File: src/rtl/crc32rs_pkg.sv
// Package: shared constants, register indexes and the CRC-32 bit-step function.
package crc32rs_pkg;

  localparam int unsigned CrcW  = 32;
  localparam int unsigned WordW = 16;
  localparam int unsigned ByteW = 8;
  localparam int unsigned CfgIdxW = 2;

  localparam logic [CrcW-1:0] CRC_POLY = 32'hEDB8_8320;
  localparam logic [CrcW-1:0] CRC_ONES = 32'hFFFF_FFFF;

  typedef logic [CfgIdxW-1:0] cfg_idx_t;

  // Register indexes on the configuration port
  localparam cfg_idx_t REG_SEED       = 2'd0;
  localparam cfg_idx_t REG_WIDTH_MODE = 2'd1;

  // Width selection codes
  typedef enum logic {
    MODE_BYTE = 1'b0,
    MODE_WORD = 1'b1
  } width_mode_t;

  // One LSB-first shift of the reflected CRC register
  function automatic logic [CrcW-1:0] crc_shift1(input logic [CrcW-1:0] crc);
    logic [CrcW-1:0] sh;
    sh = {1'b0, crc[CrcW-1:1]};
    return crc[0] ? (sh ^ CRC_POLY) : sh;
  endfunction

endpackage

File: src/rtl/crc32rs_absorb.sv
// Combinational absorber: folds one data word (8 or 16 bits) into the CRC.
module crc32rs_absorb
  import crc32rs_pkg::*;
(
  input  logic [CrcW-1:0]  crc_in,
  input  logic [WordW-1:0] data_word,
  input  width_mode_t      mode,
  output logic [CrcW-1:0]  crc_out
);

  logic [CrcW-1:0] lo_crc;
  logic [CrcW-1:0] hi_crc;

  // Low byte: always eight steps
  always_comb begin
    lo_crc = crc_in ^ {{(CrcW-ByteW){1'b0}}, data_word[ByteW-1:0]};
    for (int i = 0; i < ByteW; i++) begin
      lo_crc = crc_shift1(lo_crc);
    end
  end

  // High byte: eight more steps in word mode
  always_comb begin
    hi_crc = lo_crc ^ {{(CrcW-ByteW){1'b0}}, data_word[WordW-1:ByteW]};
    for (int i = 0; i < ByteW; i++) begin
      hi_crc = crc_shift1(hi_crc);
    end
  end

  assign crc_out = (mode == MODE_WORD) ? hi_crc : lo_crc;

endmodule

File: src/rtl/crc32_reflected_stream_top.sv
// Top level: reflected CRC-32 stream engine over 16-bit words.
//
//  Channel  Direction  Handshake               Payload
//  in_      input      in_valid / in_stall     in_data_word, in_first_word, in_last_word
//  out_     output     out_valid / out_stall   out_crc_value
//  cfg_     input      cfg_valid / cfg_ready   cfg_index, cfg_data
//
// One item per cycle sustained while in_stall is low. An accepted item lands
// in the input register and is then folded into the running CRC; a last
// item puts its result in the output register at the same time.
// The running CRC sits in one register fed by 16 unrolled bit steps.
// Reset (rst_n low, synchronous) empties both registers, sets the running CRC
// to all ones, seed to zero and word mode. A stalled result holds; a last
// item that reaches the input register then waits there and in_stall rises,
// while non-last items ahead of it keep flowing. cfg_ready is always high.
module crc32_reflected_stream_top
  import crc32rs_pkg::*;
(
  input  logic             clk,
  input  logic             rst_n,
  // input items
  input  logic             in_valid,
  output logic             in_stall,
  input  logic [WordW-1:0] in_data_word,
  input  logic             in_first_word,
  input  logic             in_last_word,
  // results
  output logic             out_valid,
  input  logic             out_stall,
  output logic [CrcW-1:0]  out_crc_value,
  // configuration writes
  input  logic             cfg_valid,
  output logic             cfg_ready,
  input  cfg_idx_t         cfg_index,
  input  logic [CrcW-1:0]  cfg_data
);

  // Configuration registers
  logic [CrcW-1:0] seed_r;
  width_mode_t     mode_r;

  // Input register
  logic             in_vld_r;
  logic [WordW-1:0] in_word_r;
  logic             in_first_r;
  logic             in_last_r;

  // Running CRC and result register
  logic [CrcW-1:0] crc_r;
  logic [CrcW-1:0] crc_nxt;
  logic [CrcW-1:0] crc_base;
  logic            out_vld_r;
  logic [CrcW-1:0] out_crc_r;

  logic adv;
  logic in_acc;
  logic out_free;

  assign cfg_ready = 1'b1;

  // Output register can take a new result when empty or being drained
  assign out_free = !out_vld_r || !out_stall;
  // Held item moves on unless it is a last item blocked by a full output
  assign adv      = in_vld_r && (!in_last_r || out_free);
  assign in_stall = in_vld_r && !adv;
  assign in_acc   = in_valid && !in_stall;

  always_ff @(posedge clk) begin
    if (!rst_n) begin
      seed_r <= '0;
      mode_r <= MODE_WORD;
    end else if (cfg_valid && cfg_ready) begin
      case (cfg_index)
        REG_SEED:       seed_r <= cfg_data;
        REG_WIDTH_MODE: mode_r <= width_mode_t'(cfg_data[0]);
        default:        ;
      endcase
    end
  end

  // Capture the item; drop the valid once it has advanced
  always_ff @(posedge clk) begin
    if (!rst_n) begin
      in_vld_r <= 1'b0;
    end else if (in_acc) begin
      in_vld_r <= 1'b1;
    end else if (adv) begin
      in_vld_r <= 1'b0;
    end
  end

  always_ff @(posedge clk) begin
    if (in_acc) begin
      in_word_r  <= in_data_word;
      in_first_r <= in_first_word;
      in_last_r  <= in_last_word;
    end
  end

  // First word restarts from the inverted seed
  assign crc_base = in_first_r ? ~seed_r : crc_r;

  crc32rs_absorb u_absorb (
    .crc_in    (crc_base),
    .data_word (in_word_r),
    .mode      (mode_r),
    .crc_out   (crc_nxt)
  );

  always_ff @(posedge clk) begin
    if (!rst_n) begin
      crc_r <= CRC_ONES;
    end else if (adv) begin
      crc_r <= crc_nxt;
    end
  end

  // Result register: load on an advancing last item, clear when drained
  always_ff @(posedge clk) begin
    if (!rst_n) begin
      out_vld_r <= 1'b0;
    end else if (adv && in_last_r) begin
      out_vld_r <= 1'b1;
    end else if (!out_stall) begin
      out_vld_r <= 1'b0;
    end
  end

  always_ff @(posedge clk) begin
    if (adv && in_last_r) begin
      out_crc_r <= ~crc_nxt;
    end
  end

  assign out_valid     = out_vld_r;
  assign out_crc_value = out_crc_r;

endmodule
File: config.mk
export PLATFORM = sky130hd
export DESIGN_NAME = crc32_reflected_stream_top
export DESIGN_NICKNAME = d
export VERILOG_FILES = /design/src/rtl/crc32rs_pkg.sv /design/src/rtl/crc32rs_absorb.sv /design/src/rtl/crc32_reflected_stream_top.sv
export SDC_FILE = /design/constraint.sdc
export NUM_CORES = 1
export LEC_CHECK = 0
export BUFFER_PORTS_ARGS = -buffer_cell sky130_fd_sc_hd__buf_2
export CORE_ASPECT_RATIO = 1.25
export CORE_UTILIZATION = 45
export DETAILED_ROUTE_END_ITERATION = 10
export PLACE_DENSITY = 0.76
export SLEW_MARGIN = 20
export SYNTH_ARGS = -nofsm -noshare
export SYNTH_HDL_FRONTEND = slang
export SYNTH_HIERARCHICAL = 1
export SYNTH_SLANG_ARGS = --single-unit
File: constraint.sdc
create_clock -name clk -period 4.4 [get_ports clk]
set_clock_uncertainty 0.1 [all_clocks]
set_input_delay 0.44 -clock clk [delete_from_list [all_inputs] [get_ports clk]]
set_output_delay 0.44 -clock clk [all_outputs]
set_load 0.02 [all_outputs]
==> out/qor.tcl <==
set qor(outcome) {completed}
set qor(holdCritPathClass) {in -> reg}
set qor(dp_worst_setup_slack_ps) 384.9
set qor(fmaxAchievable_ghz) 0.2535
set qor(timing_worst_setup_path_type) {reg -> reg}
set qor(regToRegStartpoint) {in_first_r}
set qor(area_delta_synth_final_pct) 18.45
set qor(global_route.overflow_total) 0
set qor(pwr_density_cell_nw_per_um2) 1002
set qor(synth_fp_nets) 725
set qor(dpl.hpwl_um) 11830
set qor(relSlewSlack) 0.2727
set qor(top_level_ports) 92
set qor(worst_slew_pin_slew_ps) 1091
set qor(startpoint) {in_first_r}
set qor(post-route-worst-setup-slack_ps) 455.7
set qor(syn_avg_cell_area_um2) 9.950
set qor(initial_core_utilization) 0.4613
set qor(synth_top_area_frac) 0.2259
set qor(number_of_max_cap_violations) 0
set qor(routed_wl_um) 16270
set qor(cts.hold.buffers_added) 0
set qor(ant_nets) 0
set qor(core_region_area_um2) 14410
set qor(fin_cells) 953
set qor(timing.critical_path.from_type) {flop}
set qor(io_buffer_count) 90
set qor(synth_edf_count) 50
set qor(yosys.area.top_type) {sky130_fd_sc_hd__edfxtp_1}
set qor(proportion_of_synthesized_chip_area_in_sequential_cells) 0.4277
set qor(critical_path_peak_fanout) 13
set qor(commonest_cells_after_routing_fill_and_taps_aside) {sky130_fd_sc_hd__nand2_1 (112), sky130_fd_sc_hd__buf_2 (90), sky130_fd_sc_hd__xnor2_1 (86), sky130_fd_sc_hd__dfxtp_1 (67), sky130_fd_sc_hd__inv_1 (55)}
set qor(netlist_area_um2) 6646
set qor(gr-usage-all-layers) 0.2214
set qor(clkSinkCount) 117
set qor(finish.net_count) 819
set qor(antenna_cells_inserted) 0
set qor(routed_via_density) 5.106
set qor(yosysUniqueCellTypes) 35
set qor(dp.cells) 917
set qor(commonest_non_fill_non_tap_cell_in_the_layout) {sky130_fd_sc_hd__nand2_1}
set qor(core.rowCount) 49
set qor(yosys-top-cells-area) {sky130_fd_sc_hd__edfxtp_1 (23%), sky130_fd_sc_hd__dfxtp_1 (20%), sky130_fd_sc_hd__xnor2_1 (11%), sky130_fd_sc_hd__nand2_1 (6.3%), sky130_fd_sc_hd__xor2_1 (4.5%)}
set qor(synth_async_sr_flop_share) 0
set qor(die_span_y_um) 137.9
set qor(clkLatencyLatePin_ps) 410
set qor(critPathArrivalTime_ps) 4200
set qor(detailedRoute.firstIterationViolations) 257
set qor(grt_antenna_before_repair) 0
set qor(vdd_ir_max_mv) 0.5588
set qor(total_leakage_power_nw) 3.480
set qor(min-delay-start) {in_data_word[6]}
set qor(die_span_in_x_um) 110.7
set qor(timing.final.crit_share) 0.8964
set qor(critical_path_endpoint_category) {flop}
set qor(avgRoutedWirePerCell_um) 17.07
set qor(synth_warnings) 6
set qor(final.fill_count) 1263
set qor(detail_route.drc_violations) 0
set qor(tritoncts) {yes}
set qor(die-area_um2) 15260
set qor(drive_gt1_frac) 0.2026
set qor(ctsHtreeMaxLevel) 4
set qor(gp_congestion) 0.9572
set qor(clock-root-buffer) {sky130_fd_sc_hd__clkbuf_16}
set qor(synth_ff_type) {sky130_fd_sc_hd__dfxtp_1}
set qor(cells_after_synth) 668
set qor(rsz0062_at_grt) {false}
set qor(grt_start_max_net_pins) 68
set qor(clock_period_minus_worst_slack_ps) 3944
set qor(firstDrtPassIters) 5
set qor(timing_max_transition_violations_final) 0
set qor(setup_viol_count_final) 0
set qor(number_of_buffers_inserted_during_clock_tree_synthesis) 17
set qor(finalHoldViolations) 0
set qor(setup_total_negative_slack_ps) 0
set qor(route.vias.total) 4866
set qor(number_of_synthesized_register_bits) 117
set qor(clk_path_buf_depth) 2
set qor(global_route_wire_length_before_repair_um) 25590
set qor(cts.reportedPaths.clkPinSlew_ps) 50
set qor(crit_required_ps) 4650
set qor(first_global_vias) 4787
[per-stage QoR]
| step | power [mW] | utilization | area, um^2 | hold WS (ps) |
|---|---|---|---|---|
| finish | 7.892 | 0.5464 | 7873 | 99.90 |
| global route | 8.369 | 0.5464 | 7873 | 85.58 |
| CTS | 7.861 | 0.5443 | 7843 | 82.92 |
| detailed placement | 6.509 | 0.5052 | 7278 | 340.4 |
| global placement | 6.502 | 0.5052 | 7278 | 334.3 |
| floorplan | 5.362 | - | 6646 | 326.0 |
[power breakdown]
| group | internal, mW | total (mW) | switching [mW] |
|---|---|---|---|
| clock | 0.835 | 1.31 | 0.473 |
| sequential | 1.64 | 1.73 | 0.0916 |
| combinational | 2.07 | 4.85 | 2.78 |
[layout make-up]
class                   instances  area, um^2  area share
clock buffers                  23       490.5     0.06230
inverters                      55       206.4     0.02622
multi-input cells             459        3421      0.4345
well taps                     178       222.7     0.02829
flip-flops and latches        117        2843      0.3611
repair buffers                112       615.6     0.07819
clock inverters                 9       73.82    0.009377
[final timing paths]
kind	depth (start not counted)	end	slack, ps
hold / removal	1	in_word_r[6]	100
setup reg to reg	12	crc_r[21]	460
setup / recovery	12	crc_r[21]	460
hold reg to reg	1	crc_r[11]	350
[cell families (layout without fill, tap and decap cells)]
kind of cell           count (synthesis)  in the layout  share of synthesized area
AO/OA/AOI/OAI                        135            135                     0.1274
flip-flops                           117            117                     0.4277
AND/OR/NAND/NOR                      145            145                    0.08584
XOR/XNOR                             150            150                     0.2577
multiplexers                          28             28                    0.04217
buffers and inverters                 92            199                    0.05855
other                                  1              1                  0.0005642
[critical path: stages, from the launching register on]
cell                       delay, ps
sky130_fd_sc_hd__edfxtp_1        450
sky130_fd_sc_hd__buf_4           220
sky130_fd_sc_hd__buf_4           140
sky130_fd_sc_hd__a21oi_1         330
sky130_fd_sc_hd__xnor2_4         270
sky130_fd_sc_hd__xor2_4          190
sky130_fd_sc_hd__xnor3_2         560
sky130_fd_sc_hd__xnor3_1         500
sky130_fd_sc_hd__xor3_1          490
sky130_fd_sc_hd__mux2i_1         230
sky130_fd_sc_hd__nand2_1          90
sky130_fd_sc_hd__o21ai_0         200
sky130_fd_sc_hd__a21o_1          110
[what timing repair did]
action | 4_1_cts | 5_1_grt
setup buffers | 0 | 4
setup endpoints to repair | 0 | 1
resized for setup | 0 | 0
[cell usage after synthesis, types with 2 or more instances]
cell / instances
sky130_fd_sc_hd__a21boi_1: 30
sky130_fd_sc_hd__buf_1: 3
sky130_fd_sc_hd__clkbuf_1: 16
sky130_fd_sc_hd__xor3_1: 4
sky130_fd_sc_hd__nand2_1: 112
sky130_fd_sc_hd__edfxtp_1: 50
sky130_fd_sc_hd__a21oi_1: 24
sky130_fd_sc_hd__buf_2: 10
sky130_fd_sc_hd__xnor2_1: 86
sky130_fd_sc_hd__o21ai_0: 43
sky130_fd_sc_hd__a21boi_0: 3
sky130_fd_sc_hd__xnor3_1: 11
sky130_fd_sc_hd__xnor2_2: 7
sky130_fd_sc_hd__dfxtp_1: 67
sky130_fd_sc_hd__buf_6: 3
sky130_fd_sc_hd__mux2i_1: 28
sky130_fd_sc_hd__and3_1: 2
sky130_fd_sc_hd__inv_1: 55
sky130_fd_sc_hd__a21o_1: 33
sky130_fd_sc_hd__nor2_1: 26
sky130_fd_sc_hd__xnor2_4: 4
sky130_fd_sc_hd__xor2_1: 34
sky130_fd_sc_hd__clkbuf_2: 4
sky130_fd_sc_hd__xor2_4: 2
[registers in the layout, summed over array words and instances, names as in the netlist]
register / count
crc_r: 32
mode_r: 1
out_valid: 1
in_word_r: 16
out_crc_value: 32
in_first_r: 1
in_vld_r: 1
in_last_r: 1
seed_r: 32
[routing by layer]
layer | track usage | vias up | routed length (um)
met5 | 0 | - | 0
li1 | - | 2358 | -
met1 | 0.2614 | 2312 | 6717
met2 | 0.3896 | 158 | 8190
met4 | 0.1067 | 0 | 578
met3 | 0.04283 | 38 | 786
No activity file was read; power rests on OpenSTA's default activity.
